**src/tcdt_pkg.sv**
```systemverilog
// ----------------------------------------------------------------------------
// tcdt_pkg
// Shared types and constants of the touch contact debounce tracker.
// ----------------------------------------------------------------------------
package tcdt_pkg;

    localparam int HOLD_W     = 8;
    localparam int POS_W      = 16;
    localparam int TIME_W     = 32;
    localparam int CFG_IDX_W  = 1;
    localparam int CFG_DATA_W = HOLD_W;

    localparam logic [CFG_IDX_W-1:0] CFG_RELEASE_HOLD = 1'd0;
    localparam logic [CFG_IDX_W-1:0] CFG_PRESS_HOLD   = 1'd1;

    localparam logic [HOLD_W-1:0]        RELEASE_HOLD_RST = 8'd10;
    localparam logic [HOLD_W-1:0]        PRESS_HOLD_RST   = 8'd2;
    localparam logic signed [POS_W-1:0]  POS_RST          = -16'sd1;
    localparam logic [TIME_W-1:0]        TIME_RST         = '0;

    typedef struct packed {
        logic                    contact_present;
        logic signed [POS_W-1:0] pos_x;
        logic signed [POS_W-1:0] pos_y;
        logic [TIME_W-1:0]       sample_time;
    } t_sample;

    typedef struct packed {
        logic                    began;
        logic                    moved;
        logic                    ended;
        logic signed [POS_W-1:0] start_x;
        logic signed [POS_W-1:0] start_y;
        logic [TIME_W-1:0]       start_time;
        logic signed [POS_W-1:0] latest_x;
        logic signed [POS_W-1:0] latest_y;
        logic [TIME_W-1:0]       latest_time;
    } t_result;

    typedef struct packed {
        logic [HOLD_W-1:0] release_hold;
        logic [HOLD_W-1:0] press_hold;
    } t_limits;

endpackage

```
**src/tcdt_if.sv**
```systemverilog
// ----------------------------------------------------------------------------
// tcdt_if
// Valid/ready channels for sample items and result items.
// ----------------------------------------------------------------------------
interface tcdt_in_if import tcdt_pkg::*; ();
    logic    valid;
    logic    ready;
    t_sample data;

    modport source (output valid, output data, input ready);
    modport sink   (input valid, input data, output ready);
endinterface

interface tcdt_out_if import tcdt_pkg::*; ();
    logic    valid;
    logic    ready;
    t_result data;

    modport source (output valid, output data, input ready);
    modport sink   (input valid, input data, output ready);
endinterface

```
**src/tcdt_core.sv**
```systemverilog
// ----------------------------------------------------------------------------
// tcdt_core
// Hysteresis debounce counter and contact capture registers.
// ----------------------------------------------------------------------------
module tcdt_core import tcdt_pkg::*; (
    input  logic    i_clk,
    input  logic    i_rst_n,
    input  logic    i_en,
    input  t_sample i_sample,
    input  t_limits i_limits,
    output t_result o_result
);

    logic                    r_touching, n_touching;
    logic [HOLD_W-1:0]       r_count, n_count;
    logic signed [POS_W-1:0] r_first_x, r_first_y, r_last_x, r_last_y;
    logic [TIME_W-1:0]       r_first_time, r_last_time;

    logic [HOLD_W-1:0] cur_lim, new_lim;
    logic [HOLD_W:0]   up;
    logic              capture, first;

    always_comb begin
        cur_lim = r_touching ? i_limits.press_hold : i_limits.release_hold;
        new_lim = i_sample.contact_present ? i_limits.press_hold : i_limits.release_hold;
        up      = {1'b0, r_count} + {{HOLD_W{1'b0}}, 1'b1};
        n_touching = r_touching;
        n_count    = r_count;
        if (i_sample.contact_present == r_touching) begin
            n_count = (up < {1'b0, cur_lim}) ? up[HOLD_W-1:0] : cur_lim;
        end else if (r_count <= {{(HOLD_W-1){1'b0}}, 1'b1}) begin
            n_touching = i_sample.contact_present;
            n_count    = new_lim;
        end else begin
            n_count = r_count - {{(HOLD_W-1){1'b0}}, 1'b1};
        end
        capture = i_sample.contact_present && n_touching;
        first   = capture && !r_touching;
    end

    always_ff @(posedge i_clk) begin
        if (!i_rst_n) begin
            r_touching   <= 1'b0;
            r_count      <= RELEASE_HOLD_RST;
            r_first_x    <= POS_RST;
            r_first_y    <= POS_RST;
            r_first_time <= TIME_RST;
            r_last_x     <= POS_RST;
            r_last_y     <= POS_RST;
            r_last_time  <= TIME_RST;
        end else if (i_en) begin
            r_touching <= n_touching;
            r_count    <= n_count;
            if (capture) begin
                r_last_x    <= i_sample.pos_x;
                r_last_y    <= i_sample.pos_y;
                r_last_time <= i_sample.sample_time;
            end
            if (first) begin
                r_first_x    <= i_sample.pos_x;
                r_first_y    <= i_sample.pos_y;
                r_first_time <= i_sample.sample_time;
            end
        end
    end

    always_comb begin
        o_result.began       = first;
        o_result.moved       = capture;
        o_result.ended       = r_touching && !n_touching;
        o_result.start_x     = first ? i_sample.pos_x : r_first_x;
        o_result.start_y     = first ? i_sample.pos_y : r_first_y;
        o_result.start_time  = first ? i_sample.sample_time : r_first_time;
        o_result.latest_x    = capture ? i_sample.pos_x : r_last_x;
        o_result.latest_y    = capture ? i_sample.pos_y : r_last_y;
        o_result.latest_time = capture ? i_sample.sample_time : r_last_time;
    end

endmodule

```
**src/touch_contact_debounce_tracker_top.sv**
```systemverilog
// ----------------------------------------------------------------------------
// touch_contact_debounce_tracker_top
// Debounces touch samples and reports contact start, move and end events.
// The result is registered: it becomes valid in the cycle after the sample is accepted.
// Throughput: one item per cycle while the receiver takes results; the result register frees as it is taken.
// Reset: synchronous, active low; limits return to 10 and 2, state released.
// ----------------------------------------------------------------------------
module touch_contact_debounce_tracker_top import tcdt_pkg::*; (
    input  logic                  i_clk,
    input  logic                  i_rst_n,
    input  logic                  i_cfg_we,
    input  logic [CFG_IDX_W-1:0]  i_cfg_idx,
    input  logic [CFG_DATA_W-1:0] i_cfg_data,
    tcdt_in_if.sink               i_in,
    tcdt_out_if.source            o_out
);

    t_limits r_limits;
    t_result core_result;
    t_result r_result;
    logic    r_valid;
    logic    accept;

    assign i_in.ready = !r_valid || o_out.ready;
    assign accept     = i_in.valid && i_in.ready;

    always_ff @(posedge i_clk) begin
        if (!i_rst_n) begin
            r_limits.release_hold <= RELEASE_HOLD_RST;
            r_limits.press_hold   <= PRESS_HOLD_RST;
        end else if (i_cfg_we) begin
            unique case (i_cfg_idx)
                CFG_RELEASE_HOLD: r_limits.release_hold <= i_cfg_data;
                CFG_PRESS_HOLD:   r_limits.press_hold   <= i_cfg_data;
                default: ;
            endcase
        end
    end

    tcdt_core u_core (
        .i_clk    (i_clk),
        .i_rst_n  (i_rst_n),
        .i_en     (accept),
        .i_sample (i_in.data),
        .i_limits (r_limits),
        .o_result (core_result)
    );

    always_ff @(posedge i_clk) begin
        if (!i_rst_n) begin
            r_valid <= 1'b0;
        end else if (i_in.ready) begin
            r_valid <= i_in.valid;
        end
    end

    always_ff @(posedge i_clk) begin
        if (accept) begin
            r_result <= core_result;
        end
    end

    assign o_out.valid = r_valid;
    assign o_out.data  = r_result;

endmodule

```
**src/flat_wrapper.sv**
```systemverilog
// flat-port wrapper written by rule: the top's interface ports become plain ports
module touch_contact_debounce_tracker_top_flat import tcdt_pkg::*;
  (i_clk, i_rst_n, i_cfg_we, i_cfg_idx, i_cfg_data, i_in_valid, i_in_data, i_in_ready, o_out_valid, o_out_data, o_out_ready);
  tcdt_in_if i_in_i ();
  tcdt_out_if o_out_i ();
  input  logic i_clk;
  input  logic i_rst_n;
  input  logic i_cfg_we;
  input  logic [CFG_IDX_W-1:0] i_cfg_idx;
  input  logic [CFG_DATA_W-1:0] i_cfg_data;
  input wire logic [$bits(i_in_i.valid)-1:0] i_in_valid;
  input wire logic [$bits(i_in_i.data)-1:0] i_in_data;
  output wire logic [$bits(i_in_i.ready)-1:0] i_in_ready;
  output wire logic [$bits(o_out_i.valid)-1:0] o_out_valid;
  output wire logic [$bits(o_out_i.data)-1:0] o_out_data;
  input wire logic [$bits(o_out_i.ready)-1:0] o_out_ready;
  assign i_in_i.valid = i_in_valid;
  assign i_in_i.data = i_in_data;
  assign i_in_ready = i_in_i.ready;
  assign o_out_valid = o_out_i.valid;
  assign o_out_data = o_out_i.data;
  assign o_out_i.ready = o_out_ready;
  touch_contact_debounce_tracker_top u_core (.i_clk(i_clk), .i_rst_n(i_rst_n), .i_cfg_we(i_cfg_we), .i_cfg_idx(i_cfg_idx), .i_cfg_data(i_cfg_data), .i_in(i_in_i), .o_out(o_out_i));
endmodule
```
**config.mk**
```make
export PLATFORM = sky130hd
export DESIGN_NAME = touch_contact_debounce_tracker_top_flat
export DESIGN_NICKNAME = d
export VERILOG_FILES = /design/src/tcdt_pkg.sv /design/src/tcdt_if.sv /design/src/tcdt_core.sv /design/src/touch_contact_debounce_tracker_top.sv /design/src/flat_wrapper.sv
export SDC_FILE = /design/constraint.sdc
export NUM_CORES = 1
export LEC_CHECK = 0
export BUFFER_PORTS_ARGS = -buffer_cell sky130_fd_sc_hd__buf_4
export CAP_MARGIN = 10
export CORE_ASPECT_RATIO = 0.5
export CORE_MARGIN = 5
export CORE_UTILIZATION = 30
export DETAILED_ROUTE_END_ITERATION = 8
export PLACE_DENSITY = 0.54
export SLEW_MARGIN = 20
export SYNTH_ARGS = -nofsm -noshare
export SYNTH_HDL_FRONTEND = slang
export SYNTH_SLANG_ARGS = --single-unit
```
**constraint.sdc**
```tcl
create_clock -name i_clk -period 13.9 [get_ports i_clk]
set_clock_uncertainty 0.1 [all_clocks]
set_input_delay 2.085 -clock i_clk [delete_from_list [all_inputs] [get_ports i_clk]]
set_output_delay 2.085 -clock i_clk [all_outputs]
set_load 0.01 [all_outputs]
```
==> summary.md, run 1 <==
## Status
• completed — result of the run

## Power and ir drop
• 129 nW/um2 — power per cell area
• 0.0000651 V — highest ir drop seen on vdd
• 1930 uW — Power Total
• 0.00560 uW — leakage component of the power

## Synthesis
• 8.01% — post-synthesis compound-gate area fraction
• 32.9% — top cell type's share of synthesized area
• 11900 um2 — netlist area before placement
• 299 x nand2_1, 154 x dfxtp_1, 131 x edfxtp_1, 131 x mux2_2, 83 x nand3_1 — Synth top cells by count
• 50 — number of distinct library cells after synthesis
• 58.7% — sequential-to-total area share from yosys stat
• 15.0% — synthesized-area fraction occupied by and/or/nand/nor cells
• 0.733% — xor/xnor share of the synthesized area
• 1167 — number of nets in the synthesized netlist
• 0% — async set or reset register ratio after synthesis
• dfxtp_1 — ys flop type
• 0 — Syn. warnings
• nand2_1 — most common cell in the synthesized netlist
• 1.05% — synthesized-area fraction occupied by adder cells
• edfxtp_1 — cell accounting for the most synthesized area
• 131 — number of enable-type register cells in the synthesized netlist
• 11.1 um2 — per-instance average area after synthesis
• simple AND/OR/NAND/NOR gates — largest family of logic cells by synthesized area
• 1078 — cell count after synthesis
• 285 — count of state elements after synthesis
• 13.4% — portion of netlist area occupied by mux cells
• edfxtp_1 33%, dfxtp_1 26%, mux2_2 12%, nand2_1 9.4%, nand3_1 3.5% — top cells by area in the synthesized netlist

## Floorplanning
• 292 um — Die Width
• 44200 um2 — Die ar.
• 212 — number of placed I/O pins
• 39100 um2 — area of the core
• 30.5% — effective utilization at floorplan
• 51 — number of rows in the core area
• 151 um — Die Y-Extent

## Clock network
• 285 — total number of clock tree sinks
• 0.57 ns — clock latency of the later-clocked register in the worst-skew pair
• done — CTS tree
• 1 — H-tree level count
• 0.06 ns — Clock Pin Slew Worst Setup and Hold Paths
• 0 — hold buffer count at CTS
• clkbuf_16 — root cell of the clock tree
• 29 — clock buffer count from CTS
• 0 — count of cells resized by post-cts repair
• 3 — CTS max path bufs
• 0 — post-CTS setup buffers

## Routing
• 359 — drt first-iter violations
• 18.1 um — routed wire length per instance
• 32800 um — total wirelength of the detailed-routed design
• 8530 — number of vias in the routed layout
• 6 — 1st-pass router iterations
• 0 — post-detailed-route DRC marker count
• 4.71 — post-detailed-route via-to-cell ratio
• 0 — post-route ant nets

## Timing
• 0.353 ns — worst hold slack across all endpoints
• 0 ns — setup_tns
• 0.210 GHz — upper clock frequency limit
• 0 — endpoints failing hold
• 1.02 ns — pin slew with the least headroom to its limit
• 31.6% — worst slew margin relative to its limit
• no — unrepaired setup endpoints after global routing
• 0 — count of final setup violators
• 4.77 ns — clock period minus final worst setup slack
• 34.3% — final worst path period share
• 0 — Final Max Slew Viols
• 9.13 ns — final worst slack

## Hold path
• flop to flop — path category of the worst min-delay check
• 2 — worst hold path cell count
• u_core.u_core.r_first_time[17] — start point of the worst hold path
• u_core.u_core.r_first_time[17] — end of the worst hold path

## Final layout
• 0 — Inserted Diodes
• 1810 — number of non-filler instances in the completed layout
• 1346 — Final nets
• 25.8% — area growth from synthesis to layout
• 32.1% — share of cells above drive strength 1

## Placed design
• 8.56 ns — Post-Place Worst Slack
• 211 — Port Buffer Count
• 0.824 — final weighted congestion in routability-driven placement
• 21000 um — HPWL Detailed
• 1756 — placed cells

## Global route
• 14.2% — global-route total usage across every layer
• 8619 — via count of the first global-routing pass
• 0 — number of antenna violations at the first check in global routing
• 0 — global route total overflow
• 101 — maximum number of pins on one net before global-route repair
• 50200 um — global-route wire length before repair

## Worst setup path
• 88 — critical path peak fanout
• u_core.u_core.r_count[0] — reg-to-reg startpoint
• 10.00 ns — internal reg-to-reg setup slack
• 5.15 ns — arrival time at the worst endpoint
• input port — kind of launch point of the worst setup path
• 7 — Worst R2R Path Depth
• u_core.o_out.data[63] — worst r2r dst
• 14.28 ns — Worst EP required
• flop — crit path capture type
• input port to flop — worst setup path category

## Job
• 0 — MaxCap Viol Count

==> registers in the layout, summed over array words and instances, names as in the netlist <==
name / cells
u_core.o_out.data: 131
u_core.u_core.r_touching: 1
u_core.r_limits: 16
u_core.u_core.r_last_y: 16
u_core.u_core.r_count: 8
u_core.o_out.valid: 1
u_core.u_core.r_first_y: 16
u_core.u_core.r_first_x: 16
u_core.u_core.r_last_time: 32
u_core.u_core.r_first_time: 32
u_core.u_core.r_last_x: 16
==> layer usage <==
metal  share of wire [%]  vias to the layer above  global-route usage [%]
li1                    -                     4150                       -
met1                  41                     4193                    17.4
met5                   0                        -                       0
met3                 3.3                       47                    2.08
met4                 2.2                        0                    3.31
met2                  53                      140                    26.7
==> through the flow <==
step,area (um2),utilization (%)
floorplan,11900,-
global placement,14000,35.7
detailed placement,14000,35.7
CTS,15000,38.4
global route,15000,38.4
finish,15000,38.4
==> final cells by class <==
class | instances | area (um2)
repair buffers | 221 | 1660
well taps | 530 | 663
multi-input cells | 713 | 4590
clock inverters | 22 | 322
clock buffers | 32 | 747
inverters | 7 | 31.3
flip-flops and latches | 285 | 7020
fillers | 3768 | 24100
==> where the power goes <==
part	switching, uW	total [uW]	leakage, uW	internal, uW
logic	89.3	152	0.00273	63.2
registers	16.1	913	0.00235	897
clock network	346	869	0.000508	523
==> cells by family after synthesis <==
group           count (synthesis)
simple gates                  422
compound gates                128
mux                           143
xor+xnor                       10
flops                         285
fa+ha+maj                      10
buf+inv                        80
==> worst max-delay path: stages <==
cell      delay, ns
buf_4          0.08
nand2b_1       0.15
nand2_1        0.32
inv_6          0.67
buf_4          0.76
o21ai_0        0.28
or4_1          0.53
o211ai_1       0.09
==> worst max path at each step <==
| stage | cells past startpoint | to | slack [ns] | startpoint |
|---|---|---|---|---|
| global placement | 8 | u_core.u_core.r_count[2] | 8.64 | o_out_ready |
| finish | 8 | u_core.u_core.r_count[2] | 9.13 | o_out_ready |
| floorplan | 7 | u_core.u_core.r_count[0] | 6.34 | o_out_ready |
| CTS | 8 | u_core.u_core.r_count[2] | 9.16 | o_out_ready |
| global route | 8 | u_core.u_core.r_count[2] | 8.91 | o_out_ready |
| detailed placement | 8 | u_core.u_core.r_count[2] | 8.56 | o_out_ready |
==> layout by cell type, fill, tap and decap left out, drive strengths merged, types with 7 or more instances in the layout <==
cell type / n
ha: 10
nand2b: 7
inv: 10
nand3: 83
nand2: 299
edfxtp: 131
clkbuf: 32
mux2i: 12
clkinv: 7
o21ai: 10
a21boi: 81
buf: 221
o211ai: 7
dfxtp: 154
mux2: 131
bufinv: 7
Power figures use the tool's default switching activity.
==> run 2: changes to the inputs <==
--- a/config.mk
+++ b/config.mk
@@ -11,7 +11,7 @@
 export CORE_MARGIN = 5
 export CORE_UTILIZATION = 30
 export DETAILED_ROUTE_END_ITERATION = 8
-export PLACE_DENSITY = 0.54
+export PLACE_DENSITY = 0.56
 export SLEW_MARGIN = 20
 export SYNTH_ARGS = -nofsm -noshare
 export SYNTH_HDL_FRONTEND = slang
==> constraint.sdc (replaced) <==
create_clock -name i_clk -period 4.1 [get_ports i_clk]
set_clock_uncertainty 0.1 [all_clocks]
set_input_delay 0.615 -clock i_clk [delete_from_list [all_inputs] [get_ports i_clk]]
set_output_delay 0.615 -clock i_clk [all_outputs]
set_load 0.01 [all_outputs]
==> summary.md, run 2 (synthesis results as in run 1) <==
## Status
• completed — result of the run

## Routing
• 13900 um — M1 WL, +2.7%
• 1160 um — detailed-routed wire length on met3, +7.1%
• 0 — post-route ant nets, unchanged
• 18.2 um — routed wire length per instance, +0.50%
• 554 — drt first-iter violations, +54%
• met4 — uppermost layer routed
• 4.77 — post-detailed-route via-to-cell ratio, +1.3%
• 33100 um — total wirelength of the detailed-routed design, +0.73%
• 5 — 1st-pass router iterations, -1
• 17000 um — met2 routed WL, -3.1%
• 8657 — number of vias in the routed layout, +1.5%
• 0 — post-detailed-route DRC marker count, unchanged

## Timing
• 0.190 ns — worst hold slack across all endpoints, -0.163 ns
• 3.30 ns — clock period minus final worst setup slack
• 0 — count of final setup violators, unchanged
• 0 — Final Max Slew Viols, unchanged
• 0 — endpoints failing hold, unchanged
• 0.876 ns — pin slew with the least headroom to its limit, -0.146 ns
• 41.6% — worst slew margin relative to its limit, +10 points
• 0.303 GHz — upper clock frequency limit
• 0 ns — setup_tns, unchanged
• 80.5% — final worst path period share
• no — unrepaired setup endpoints after global routing

## Floorplanning
• 30.5% — effective utilization at floorplan, unchanged
• 39100 um2 — area of the core, unchanged
• 292 um — Die Width, unchanged
• 151 um — Die Y-Extent, unchanged
• 212 — number of placed I/O pins, unchanged
• 51 — number of rows in the core area, unchanged
• 44200 um2 — Die ar., unchanged

## Clock network
• 28 — clock buffer count from CTS, -3.4%
• 285 — total number of clock tree sinks, unchanged
• 0.56 ns — clock latency of the later-clocked register in the worst-skew pair, about the same
• done — CTS tree
• 3 — CTS max path bufs, unchanged
• clkbuf_16 — root cell of the clock tree
• 0 — count of cells resized by post-cts repair, unchanged
• 0 — post-CTS setup buffers, unchanged
• 0 — hold buffer count at CTS, unchanged
• 1 — H-tree level count, unchanged
• 0.07 ns — Clock Pin Slew Worst Setup and Hold Paths, about the same

## Hold path
• 3 — worst hold path cell count, +1
• input port to flop — path category of the worst min-delay check

## Worst setup path
• ha_1, nand3_1, nor2_1, xor2_1, ha_1, nand3_1, a2111oi_0, a2111oi_0, buf_4, nand2_1, a311oi_1 — Cell Chain, Critical Path
• flop — crit path capture type
• 4.46 ns — Worst EP required, -9.82 ns
• 8 — critical path peak fanout, -91%
• 3.66 ns — arrival time at the worst endpoint, -1.49 ns
• 11 — Worst R2R Path Depth, +4
• a2111oi_0 — cell type of the slowest stage on the worst timing path
• 0.72 ns — CP max stage delay, -0.04 ns
• flop — kind of launch point of the worst setup path
• flop to flop — worst setup path category

## Power and ir drop
• 423 nW/um2 — power per cell area, +230%
• 0.00559 uW — leakage component of the power, -0.19%
• 0.000307 V — highest ir drop seen on vdd, +370%

## Final layout
• 32.1% — share of cells above drive strength 1, about the same
• 1351 — Final nets, +0.37%
• 25.6% — area growth from synthesis to layout
• 131 — flip-flop count of the largest register after layout, unchanged
• 298 x nand2_1, 224 x buf_4, 154 x dfxtp_1, 131 x mux2_2, 131 x edfxtp_1 — most frequent cells in the layout
• nand2_1 — commonest non-fill, non-tap cell in the layout
• 1814 — number of non-filler instances in the completed layout, +0.22%
• 38.4% — share of the core filled with cells, -0.051 points
• 0 — Inserted Diodes, unchanged

## Placed design
• 21100 um — HPWL Detailed, +0.43%
• 211 — Port Buffer Count, unchanged
• 0.830 — final weighted congestion in routability-driven placement, +0.69%
• 1762 — placed cells, +0.34%

## Global route
• 8818 — via count of the first global-routing pass, +2.3%
• 0 — global route total overflow, unchanged
• 76 — maximum number of pins on one net before global-route repair, -25%
• 14.3% — global-route total usage across every layer, +0.086 points
• 0 — number of antenna violations at the first check in global routing, unchanged
• 50400 um — global-route wire length before repair, +0.54%

## Job
• 0 — MaxCap Viol Count, unchanged

==> run 2: worst max-delay path: cells and delay by family (launching register included) <==
family / cells / cell delay, ns
xor+xnor: 1 / 0.24
compound gates: 3 / 1.09
flops: 1 / 0.47
fa+ha+maj: 2 / 0.52
buf+inv: 1 / 0.26
simple gates: 4 / 0.53
==> run 2: path summary, 6_finish.rpt <==
check,from,end,slack (ns)
max,u_core.u_core.r_count[0],u_core.u_core.r_count[7],0.80
min,i_cfg_data[3],u_core.r_limits[11],0.19
max reg2reg,u_core.u_core.r_count[0],u_core.u_core.r_count[7],0.80
min reg2reg,u_core.u_core.r_first_time[11],u_core.u_core.r_first_time[11],0.35
==> run 2: stage by stage <==
step | power, uW | instance area [um2] | setup slack, ns
after floorplan | 3420 | 11900 | 0.227
after global placement | 3670 | 14000 | 0.758
after detailed placement | 3670 | 14000 | 0.820
after CTS | 6420 | 15000 | 0.786
after global routing | 6610 | 15000 | 0.445
final | 6350 | 15000 | 0.801
==> run 2: area by class of cell <==
| class | count | area [um2] |
|---|---|---|
| clock buffers | 34 | 733 |
| clock inverters | 18 | 230 |
| fillers | 3787 | 24100 |
| inverters | 7 | 31.3 |
| multi-input cells | 713 | 4590 |
| flip-flops and latches | 285 | 7020 |
| well taps | 530 | 663 |
| repair buffers | 227 | 1740 |
==> run 2: power by group <==
part | internal, uW | leakage [uW] | total (uW) | switching (uW)
sequential | 3040 | 0.00235 | 3090 | 51.0
clock | 1590 | 0.000464 | 2740 | 1140
combinational | 218 | 0.00277 | 519 | 301
==> run 2: routing by layer <==
layer | GRT usage, % | up-vias
li1 | - | 4145
met1 | 17.6 | 4286
met2 | 26.0 | 168
met3 | 2.42 | 58
met4 | 4.51 | 0
met5 | 0 | -
